File: src/rstd_pkg.sv
package rstd_pkg;

	localparam int unsigned TABLE_DEPTH = 64;
	localparam int unsigned IDX_W       = $clog2(TABLE_DEPTH);
	localparam int unsigned LIT_DIST_W  = 10;
	localparam int unsigned LIT_ALIGN_W = 6;
	localparam int unsigned MAT_W       = 8;
	localparam int unsigned ALIGN_W     = 8;
	localparam int unsigned DIST_W      = 12;
	localparam int unsigned ENTRY_W     = LIT_DIST_W + ALIGN_W + MAT_W;
	localparam int unsigned DDIST_W     = 9;
	localparam int unsigned DALIGN_W    = 4;

	// first byte of the four-byte literal
	localparam logic [7:0] CODE_LONG = 8'hFF;

	// two-bit class of the first byte of a code
	localparam logic [1:0] CLS_DIRECT = 2'd0;
	localparam logic [1:0] CLS_SMALL  = 2'd1;
	localparam logic [1:0] CLS_BYTE   = 2'd2;
	localparam logic [1:0] CLS_LIT    = 2'd3;

	// slot hash coefficients
	localparam logic [IDX_W-1:0] HASH_DIST  = IDX_W'(3);
	localparam logic [IDX_W-1:0] HASH_ALIGN = IDX_W'(5);
	localparam logic [IDX_W-1:0] HASH_MAT   = IDX_W'(7);

	// one decoded code, handed from the byte parser to the result stage
	typedef struct packed {
		logic                       emit;
		logic                       lit;
		logic [IDX_W-1:0]           addr;
		logic signed [DDIST_W-1:0]  ddist;
		logic signed [DALIGN_W-1:0] dalign;
		logic [LIT_DIST_W-1:0]      lit_dist;
		logic [LIT_ALIGN_W-1:0]     lit_align;
		logic [MAT_W-1:0]           lit_mat;
	} req_t;

	typedef struct packed {
		logic signed [DIST_W-1:0]  distance;
		logic signed [ALIGN_W-1:0] align;
		logic [MAT_W-1:0]          mat;
	} ray_t;

endpackage

File: src/rstd_decode.sv
module rstd_decode import rstd_pkg::*; (
	input  logic       clk,
	input  logic       arst_n,
	input  logic       accept,
	input  logic [7:0] code_byte,
	input  logic       frame_start,
	output req_t       req
);

	typedef enum logic [4:0] {
		K_IDLE  = 5'b00001,
		K_SMALL = 5'b00010,
		K_BYTE  = 5'b00100,
		K_SHORT = 5'b01000,
		K_LONG  = 5'b10000
	} kind_t;

	kind_t      kind_q, kind_d, kind_eff;
	logic [1:0] seen_q, seen_d, seen_eff;
	logic [7:0] first_q, first_d;
	logic [7:0] second_q, second_d;
	logic [7:0] third_q, third_d;

	always_comb begin
		// a frame start drops any partial code
		kind_eff = frame_start ? K_IDLE : kind_q;
		seen_eff = frame_start ? 2'd0 : seen_q;
		kind_d   = kind_eff;
		seen_d   = seen_eff;
		first_d  = first_q;
		second_d = second_q;
		third_d  = third_q;
		req      = '0;
		req.addr = first_q[IDX_W-1:0];
		unique case (kind_eff)
			K_IDLE: begin
				if (code_byte[7:6] == CLS_DIRECT) begin
					req.emit = 1'b1;
					req.addr = code_byte[IDX_W-1:0];
				end else begin
					first_d = code_byte;
					seen_d  = 2'd1;
					priority if (code_byte[7:6] == CLS_SMALL)
						kind_d = K_SMALL;
					else if (code_byte[7:6] == CLS_BYTE)
						kind_d = K_BYTE;
					else if (code_byte == CODE_LONG)
						kind_d = K_LONG;
					else
						kind_d = K_SHORT;
				end
			end
			K_SMALL: begin
				req.emit   = 1'b1;
				req.ddist  = $signed({4'b0000, code_byte[7:3]}) - 9'sd15;
				req.dalign = $signed({1'b0, code_byte[2:0]}) - 4'sd3;
				kind_d     = K_IDLE;
				seen_d     = 2'd0;
			end
			K_BYTE: begin
				req.emit  = 1'b1;
				req.ddist = $signed({1'b0, code_byte}) - 9'sd127;
				kind_d    = K_IDLE;
				seen_d    = 2'd0;
			end
			K_SHORT: begin
				if (seen_eff == 2'd1) begin
					second_d = code_byte;
					seen_d   = 2'd2;
				end else begin
					req.emit      = 1'b1;
					req.lit       = 1'b1;
					req.lit_dist  = {second_q, code_byte[7:6]};
					req.lit_align = code_byte[LIT_ALIGN_W-1:0];
					req.lit_mat   = {2'b00, first_q[IDX_W-1:0]};
					kind_d        = K_IDLE;
					seen_d        = 2'd0;
				end
			end
			K_LONG: begin
				if (seen_eff == 2'd1) begin
					second_d = code_byte;
					seen_d   = 2'd2;
				end else if (seen_eff == 2'd2) begin
					third_d = code_byte;
					seen_d  = 2'd3;
				end else begin
					req.emit      = 1'b1;
					req.lit       = 1'b1;
					req.lit_dist  = {second_q, third_q[7:6]};
					req.lit_align = third_q[LIT_ALIGN_W-1:0];
					req.lit_mat   = code_byte;
					kind_d        = K_IDLE;
					seen_d        = 2'd0;
				end
			end
			default: begin
				kind_d = K_IDLE;
				seen_d = 2'd0;
			end
		endcase
	end

	always_ff @(posedge clk or negedge arst_n) begin
		if (!arst_n) begin
			kind_q <= K_IDLE;
			seen_q <= 2'd0;
		end else if (accept) begin
			kind_q <= kind_d;
			seen_q <= seen_d;
		end
	end

	always_ff @(posedge clk) begin
		if (accept) begin
			first_q  <= first_d;
			second_q <= second_d;
			third_q  <= third_d;
		end
	end

endmodule

File: src/rstd_table.sv
module rstd_table import rstd_pkg::*; (
	input  logic               clk,
	input  logic               arst_n,
	input  logic               rd_en,
	input  logic [IDX_W-1:0]   rd_addr,
	input  logic               clr,
	input  logic               wr_en,
	input  logic [IDX_W-1:0]   wr_addr,
	input  logic [ENTRY_W-1:0] wr_data,
	output logic [ENTRY_W-1:0] rd_data
);

	logic [ENTRY_W-1:0]     mem [TABLE_DEPTH];
	logic [TABLE_DEPTH-1:0] valid_q;
	logic [ENTRY_W-1:0]     rd_q;
	logic                   rd_vld_q;
	logic                   hit;

	assign hit = wr_en && (wr_addr == rd_addr);

	always_ff @(posedge clk) begin
		if (wr_en)
			mem[wr_addr] <= wr_data;
	end

	// forward a write landing on the same edge as the read
	always_ff @(posedge clk) begin
		if (rd_en)
			rd_q <= hit ? wr_data : mem[rd_addr];
	end

	// a clear belongs to the newer byte, so it wins over the older write
	always_ff @(posedge clk or negedge arst_n) begin
		if (!arst_n) begin
			valid_q  <= '0;
			rd_vld_q <= 1'b0;
		end else begin
			if (clr)
				valid_q <= '0;
			else if (wr_en)
				valid_q[wr_addr] <= 1'b1;
			if (rd_en)
				rd_vld_q <= !clr && (hit || valid_q[rd_addr]);
		end
	end

	assign rd_data = rd_vld_q ? rd_q : '0;

endmodule

File: src/rstd_ray.sv
module rstd_ray import rstd_pkg::*; (
	input  req_t               req,
	input  logic [ENTRY_W-1:0] entry,
	output ray_t               ray,
	output logic [IDX_W-1:0]   slot,
	output logic [ENTRY_W-1:0] lit_entry
);

	logic [IDX_W-1:0] d6, a6, m6;

	always_comb begin
		d6   = IDX_W'(req.lit_dist[LIT_DIST_W-1:7]);
		a6   = IDX_W'(req.lit_align[LIT_ALIGN_W-1:4]);
		m6   = req.lit_mat[IDX_W-1:0];
		// all terms are taken mod the table depth
		slot = d6 * HASH_DIST + a6 * HASH_ALIGN + m6 * HASH_MAT;
		lit_entry = {req.lit_dist, {(ALIGN_W-LIT_ALIGN_W){1'b0}}, req.lit_align, req.lit_mat};
		if (req.lit) begin
			ray.distance = $signed({{(DIST_W-LIT_DIST_W){1'b0}}, req.lit_dist});
			ray.align    = $signed({{(ALIGN_W-LIT_ALIGN_W){1'b0}}, req.lit_align});
			ray.mat      = req.lit_mat;
		end else begin
			ray.distance = $signed({{(DIST_W-LIT_DIST_W){1'b0}}, entry[ENTRY_W-1 -: LIT_DIST_W]})
			             + {{(DIST_W-DDIST_W){req.ddist[DDIST_W-1]}}, req.ddist};
			ray.align    = $signed(entry[MAT_W +: ALIGN_W])
			             + {{(ALIGN_W-DALIGN_W){req.dalign[DALIGN_W-1]}}, req.dalign};
			ray.mat      = entry[MAT_W-1:0];
		end
	end

endmodule

File: src/ray_stream_table_decoder.sv
// Channel | Transaction                  | tdata (low bit up)                   | tuser
// s_*     | one byte of the ray stream   | [7:0] code_byte                      | frame_start
// m_*     | one decoded ray              | [11:0] ray_distance, [19:12]         | -
//         |                              | ray_alignment, [27:20] ray_material,  |
//         |                              | [31:28] zero                          |
// One byte is taken every cycle while m_tready is high. The byte that completes a code
// is registered in stage 1 with the table read, then in the result register driving m_*.
// Reset clears the parser, the table valid bits and both valid flags; the table needs no
// clearing pass. A frame start clears all valid bits at once.
// When m_tready is low the result register and the stage before it fill, then s_tready
// drops; bytes that complete no code still need a free slot in front of the stage.
module ray_stream_table_decoder import rstd_pkg::*; (
	input  logic        clk,
	input  logic        arst_n,
	input  logic        s_tvalid,
	output logic        s_tready,
	input  logic [7:0]  s_tdata,   // [7:0] code_byte
	input  logic        s_tuser,   // [0] frame_start
	output logic        m_tvalid,
	input  logic        m_tready,
	output logic [31:0] m_tdata    // [11:0] distance, [19:12] alignment, [27:20] material
);

	logic               accept;
	logic               adv_s1;
	logic               vld_s1;
	req_t               req;
	req_t               req_s1;
	logic [ENTRY_W-1:0] entry_s1;
	logic [ENTRY_W-1:0] lit_entry;
	logic [IDX_W-1:0]   slot;
	ray_t               ray;
	logic               m_tvalid_q;
	logic [31:0]        m_tdata_q;

	// take a byte whenever the stage ahead is empty or moving on this edge
	assign adv_s1   = vld_s1 && (!m_tvalid_q || m_tready);
	assign s_tready = !vld_s1 || adv_s1;
	assign accept   = s_tvalid && s_tready;

	// parse the byte against the held code state; table read is issued in the same edge
	rstd_decode u_decode (
		.clk         (clk),
		.arst_n      (arst_n),
		.accept      (accept),
		.code_byte   (s_tdata),
		.frame_start (s_tuser),
		.req         (req)
	);

	// write literals back as they leave the stage
	rstd_table u_table (
		.clk     (clk),
		.arst_n  (arst_n),
		.rd_en   (accept),
		.rd_addr (req.addr),
		.clr     (accept && s_tuser),
		.wr_en   (adv_s1 && req_s1.lit),
		.wr_addr (slot),
		.wr_data (lit_entry),
		.rd_data (entry_s1)
	);

	rstd_ray u_ray (
		.req       (req_s1),
		.entry     (entry_s1),
		.ray       (ray),
		.slot      (slot),
		.lit_entry (lit_entry)
	);

	// stage 1: hold the decoded code; only codes that finish a ray enter it
	always_ff @(posedge clk or negedge arst_n) begin
		if (!arst_n) begin
			vld_s1 <= 1'b0;
		end else if (accept) begin
			vld_s1 <= req.emit;
		end else if (adv_s1) begin
			vld_s1 <= 1'b0;
		end
	end

	always_ff @(posedge clk) begin
		if (accept)
			req_s1 <= req;
	end

	// result register: hold the ray until the transaction completes
	always_ff @(posedge clk or negedge arst_n) begin
		if (!arst_n) begin
			m_tvalid_q <= 1'b0;
		end else if (adv_s1) begin
			m_tvalid_q <= 1'b1;
		end else if (m_tready) begin
			m_tvalid_q <= 1'b0;
		end
	end

	always_ff @(posedge clk) begin
		if (adv_s1)
			m_tdata_q <= {4'b0000, ray.mat, ray.align, ray.distance};
	end

	assign m_tvalid = m_tvalid_q;
	assign m_tdata  = m_tdata_q;

endmodule

File: config.mk
export PLATFORM = sky130hd
export DESIGN_NAME = ray_stream_table_decoder
export DESIGN_NICKNAME = d
export VERILOG_FILES = /design/src/rstd_pkg.sv /design/src/rstd_decode.sv /design/src/rstd_table.sv /design/src/rstd_ray.sv /design/src/ray_stream_table_decoder.sv
export SDC_FILE = /design/constraint.sdc
export NUM_CORES = 2
export LEC_CHECK = 0
export BUFFER_PORTS_ARGS = -buffer_cell sky130_fd_sc_hd__buf_2
export CELL_PAD_IN_SITES_DETAIL_PLACEMENT = 1
export CELL_PAD_IN_SITES_GLOBAL_PLACEMENT = 1
export CORE_ASPECT_RATIO = 0.7
export CORE_MARGIN = 5
export CORE_UTILIZATION = 30
export DETAILED_ROUTE_END_ITERATION = 6
export GPL_TIMING_DRIVEN = 0
export PLACE_DENSITY = 0.57
export SYNTH_ARGS = -nofsm -noshare
export SYNTH_HDL_FRONTEND = slang
export SYNTH_HIERARCHICAL = 1
export SYNTH_SLANG_ARGS = --single-unit
File: constraint.sdc
create_clock -name clk -period 9.1 [get_ports clk]
set_input_delay 1.365 -clock clk [delete_from_list [all_inputs] [get_ports clk]]
set_output_delay 1.365 -clock clk [all_outputs]
set_load 0.02 [all_outputs]
; After elaboration in Yosys (flattened, before gate mapping)
; Memory sizes are Yosys's and may differ from the RTL's. A register that Yosys moved wholly into a read port is not among the register bits.
; Cells that the tools add are included.
[totals]
ram_bits = 1536
inputBits = 13
elab_cells = 110
memories = 1
reg_bits = 164
out_inout_bits = 34
[op_classes]
n_eq_ne = 11
n_mux = 42
addsub = 7
n_reduce_logical = 22
mul = 3
bitwise_logic = 3
magnitude_cmp = 3
[memory_table]
columns = name, depth, width, read_ports, rd_ports_with_merged_regs, write_ports, line_no
row1 = u_table.mem, 64, 24, 1, 1, 1, rstd_table.sv:13  ; logic [ENTRY_W-1:0] mem [TABLE_DEPTH];
[op_table]
columns = operator, n
row1 = $mux W64, 2
row2 = $mux W24, 3
row3 = $or A64 B64 Y64, 1
row4 = $mux W26, 2
row5 = $pmux W24 S2, 1
row6 = $mux W5, 8
row7 = $pmux W9 S2, 1
row8 = $mux W2, 8
row9 = $pmux W5 S3, 1
row10 = $lt A6 B7 Y1 const B, 2
row11 = $add A11 B9 Y12, 1
row12 = $mux W6, 2
row13 = $mux W1, 9
row14 = $sub A8 B7 Y9 const B, 1
row15 = $add A8 B8 Y8, 1
row16 = $eq A8 B8 Y1 const B, 1
row17 = $logic_and A1 B1 Y1, 7
row18 = $add A5 B5 Y6, 1
row19 = $add A6 B6 Y6, 1
row20 = $bmux W1 S6, 1
row21 = $demux W1 S6, 1
row22 = $eq A6 B6 Y1, 1
row23 = $ge A6 B1 Y1 const B, 1
row24 = $mul A6 B3 Y6 const B, 1
row25 = 22 further kinds, 33

; Depth between registers and ports, before layout
[depth]
depth_word = 10
mapped_depth = 19
mapped_depth_nobuf = 17

; Cells and area by module
; Netlist, hierarchy kept.
[modules_own_cells]
columns = module, instances, cells_per_inst, area_per_inst_um2, seq_area_each_um2
row1 = rstd_table, 1, 3020, 67399.6, 52375.2
row2 = ray_stream_table_decoder, 1, 89, 2344.7, 2242.2
row3 = rstd_ray, 1, 249, 1983.2, 0.0
row4 = rstd_decode, 1, 174, 1888.1, 837.1

; Worst setup path before layout
; OpenSTA, ideal clock, no wires.
[synth_path]
kind = flip-flop to flip-flop
start = register req_s1[1] (netlist name)
end = memory u_table/mem[48][0] (netlist name), enable pin
required_time_ns = 8.622
setup_time_ns = 0.478
period_less_slack_ns = 6.740
arrival_ns = 6.262
n_path_buf = 0
stages_incl_launch_ff = 14
slack_ns = 2.360
cell_sequence = edfxtp_1 > fa_1 > ha_1 > inv_1 > fa_1 > inv_1 > fa_1 > fa_1 > a21o_1 > a21oi_1 > xnor2_1 > nand3_1 > nand2b_1 > nor4_1
[synth_via]
elab_chain_cells = 2
[synth_lines]
columns = item, line_no
row1 = "start, declared", ray_stream_table_decoder.sv:28  ; req_t req_s1;
row2 = "start signal, assigned", ray_stream_table_decoder.sv:85  ; req_s1 <= req;
row3 = $mul A6 B3 Y6, rstd_ray.sv:16  ; slot = d6 * HASH_DIST + a6 * HASH_ALIGN + m6 * HASH_MAT;
row4 = $add A6 B6 Y6, rstd_ray.sv:16
row5 = net slot[5], ray_stream_table_decoder.sv:31  ; logic [IDX_W-1:0] slot;
row6 = "end, declared", rstd_table.sv:13
; The timed path passes the listed nets, and every way through them passes these cells.

; Worst setup path after layout
[layout_path]
start = register req_s1[1] (netlist name)
end = memory u_table/mem[56][12] (netlist name), enable pin
; Same word-level chain as after synthesis.

==> summary.txt <==
Routing
  – Routed wire per std cell: 30.8 um
  – DRC errors left: 0
  – Total wire length: 222000 um
  – Via count: 38.4k
  – Drt first-iter violations: 4753
  – Antenna Nets Post-Route: 0
  – Drt via density: 5.34
  – Pre-antenna DRT Iters: 7

Critical path
  – Req. time, crit path: 9.63 ns
  – R2R Path Start: req_s1[1]$_DFFE_PP_
  – Worst R2R Setup Slack: 2.98 ns
  – Worst Path Class, Setup: flop to flop
  – CP Max Fanout: 15
  – R2R depth: 13
  – CP startpoint kind: flop
  – Crit. End Element: flop
  – Reg-to-Reg End: u_table/mem[56][12]$_DFFE_PP_
  – CP arrival: 6.65 ns

Clocking
  – CTS tree: built
  – Deepest clock path buffer count: 4
  – H-tree levels: 4
  – Setup Fix Bufs, Post-CTS: 0
  – Root buffer cell: clkbuf_16
  – Clock sinks: 1852
  – Cts repair resizes: 0
  – Worst skew pair latency: 0.83 ns
  – Hold Buf Count CTS: 0
  – Total CTS buffers: 184
  – CTS clock-pin slew for the worst setup and hold paths: 0.06 ns

Floorplan
  – Initial Util: 30.2%
  – Area of the die: 255000 um2
  – I/O Pins: 47
  – Core area: 243000 um2
  – Die width: 601 um
  – Die height: 424 um
  – Row cnt: 151

Status
  – Outcome: complete, no violations

Place
  – Port Buf Inserts: 42
  – Placement Setup Slack: 2.75 ns
  – Placed cell areas: 79700 um2
  – Routability Congestion: 0.895
  – DP Wirelength: 144000 um

Final layout
  – Area delta synth->final: 16.2%
  – Post-Layout Inst Area: 85300 um2
  – Share of layout cells above drive strength 1: 26.9%
  – Final core occ: 35.1%
  – Nets: 3897

Pwr
  – Net Sw Power: 4.67 mW
  – Int Power: 14.1 mW
  – Power per cell area: 220 nW/um2
  – Seq pwr share: 50.3%
  – Sw frac: 24.9%
  – Pwr Total: 18.8 mW
  – Comb power frac: 11.1%
  – VDD IR-drop max: 0.146 mV
  – Clock Power Share: 38.6%
  – Lkg Pwr: 27.5 nW

STA
  – Worst slew margin: 14.5%
  – Fin. max-slew vios: 0
  – RSZ-0062 raised after global routing: false
  – Hold Fails Final Rpt: 0
  – Worst hold slack: 0.396 ns
  – Fmax: 164 MHz
  – Slew @ Worst Pin: 1.27 ns
  – Min Tclk post-route: 6.12 ns
  – Final setup violation count: 0
  – Crit share post-route: 67.2%
  – Worst setup margin: 2.98 ns
  – Clock skew: 0.0673 ns

GRT
  – Number of global-route vias before repair: 37.5k
  – GRT overflow: 0
  – Total track usage: 17.0%
  – Largest net degree at the start of global routing: 66
  – First-pass GRT wire length: 309000 um
  – Initial antenna violation count: 9

Job
  – Max_cap viols: 0

Min path
  – HP Class: input pin to asynchronous set/reset pin

Synth
  – Syn Std Cell Area: 73400 um2
  – Post-Syn Area per Cell: 20.8 um2
  – Synth Warn #: 6
  – Post-Syn Instances: 3525
worst max-delay path, stage by stage, from the launching register on:
cell	delay (ns)
edfxtp_1	0.54
fa_1	0.53
ha_1	0.29
inv_1	0.05
fa_1	0.53
inv_1	0.05
fa_1	0.52
fa_1	0.48
a21o_1	0.20
a21oi_1	0.18
xnor2_1	0.45
nand3_1	0.85
nor2_4	0.90
buf_16	0.24
metal layers:
layer | global-route usage, % | vias to the layer above | share of wire (%)
met5 | 0 | - | 0
met4 | 3.73 | 0 | 2.2
met3 | 4.17 | 242 | 9.7
met2 | 22.5 | 1614 | 40
met1 | 27.6 | 21300 | 48
li1 | - | 15200 | -
power by group through the flow:
stage	Clock [mW]	Sequential (mW)	Combinational [mW]
finish	7.25	9.45	2.09
floorplan	0	9.63	1.12
CTS	7.42	9.45	2.06
global route	7.81	9.45	2.17
detailed placement	0	9.63	2.05
global placement	0	9.63	1.90
through the flow:
stage | TNS (ns) | std cells
finish | 0 | 7197
global route | 0 | 7185
CTS | 0 | 7185
detailed placement | 0 | 6863
global placement | -25.89 | 6784
floorplan | 0 | 3529
worst max path at each step:
stage / from / endpoint / slack (ns)
2_1_floorplan: req_s1[1]$_DFFE_PP_ / u_table/mem[48][0]$_DFFE_PP_ / 2.36
3_3_place_gp: req_s1[22]$_DFFE_PP_ / u_table/mem[48][9]$_DFFE_PP_ / -0.97
3_5_place_dp: s_tdata[7] / u_table/rd_q[15]$_DFFE_PP_ / 2.75
4_1_cts: req_s1[1]$_DFFE_PP_ / u_table/mem[5][9]$_DFFE_PP_ / 3.00
5_1_grt: req_s1[1]$_DFFE_PP_ / u_table/mem[5][9]$_DFFE_PP_ / 2.72
6_report: req_s1[1]$_DFFE_PP_ / u_table/mem[56][12]$_DFFE_PP_ / 2.98
sequential cells by signal, indices dropped and copies added (netlist names):
register / flops
u_table/mem: 1664
u_table/valid_q: 64
req_s1: 38
m_tdata: 28
u_table/rd_q: 26
u_decode/second_q: 8
u_decode/third_q: 8
u_decode/first_q: 6
u_decode/kind_q: 5
u_decode/seen_q: 2
m_tvalid: 1
u_table/rd_vld_q: 1
vld_s1: 1
cell usage in the layout, fill, tap and decap left out, types with 59 or more instances in the layout:
cell type,instances
nor2_4,59
buf_4,80
edfxtp_1,1778
nand2_1,63
clkbuf_16,187
mux2i_1,134
mux4_2,434
dfrtp_1,73
buf_2,122
nor2_1,147
clkbuf_1,86
layout make-up:
cell class	instances	area, um2
antenna	12	30.0
buffer	218	1270
clock buffer	231	4890
clock inverter	91	697
fill	23700	158000
inverter	39	146
multi-input combinational	1420	17200
sequential	1852	55200
tap	3213	4020
timing repair buffer	121	1730
(Power assumes the default switching activity.)
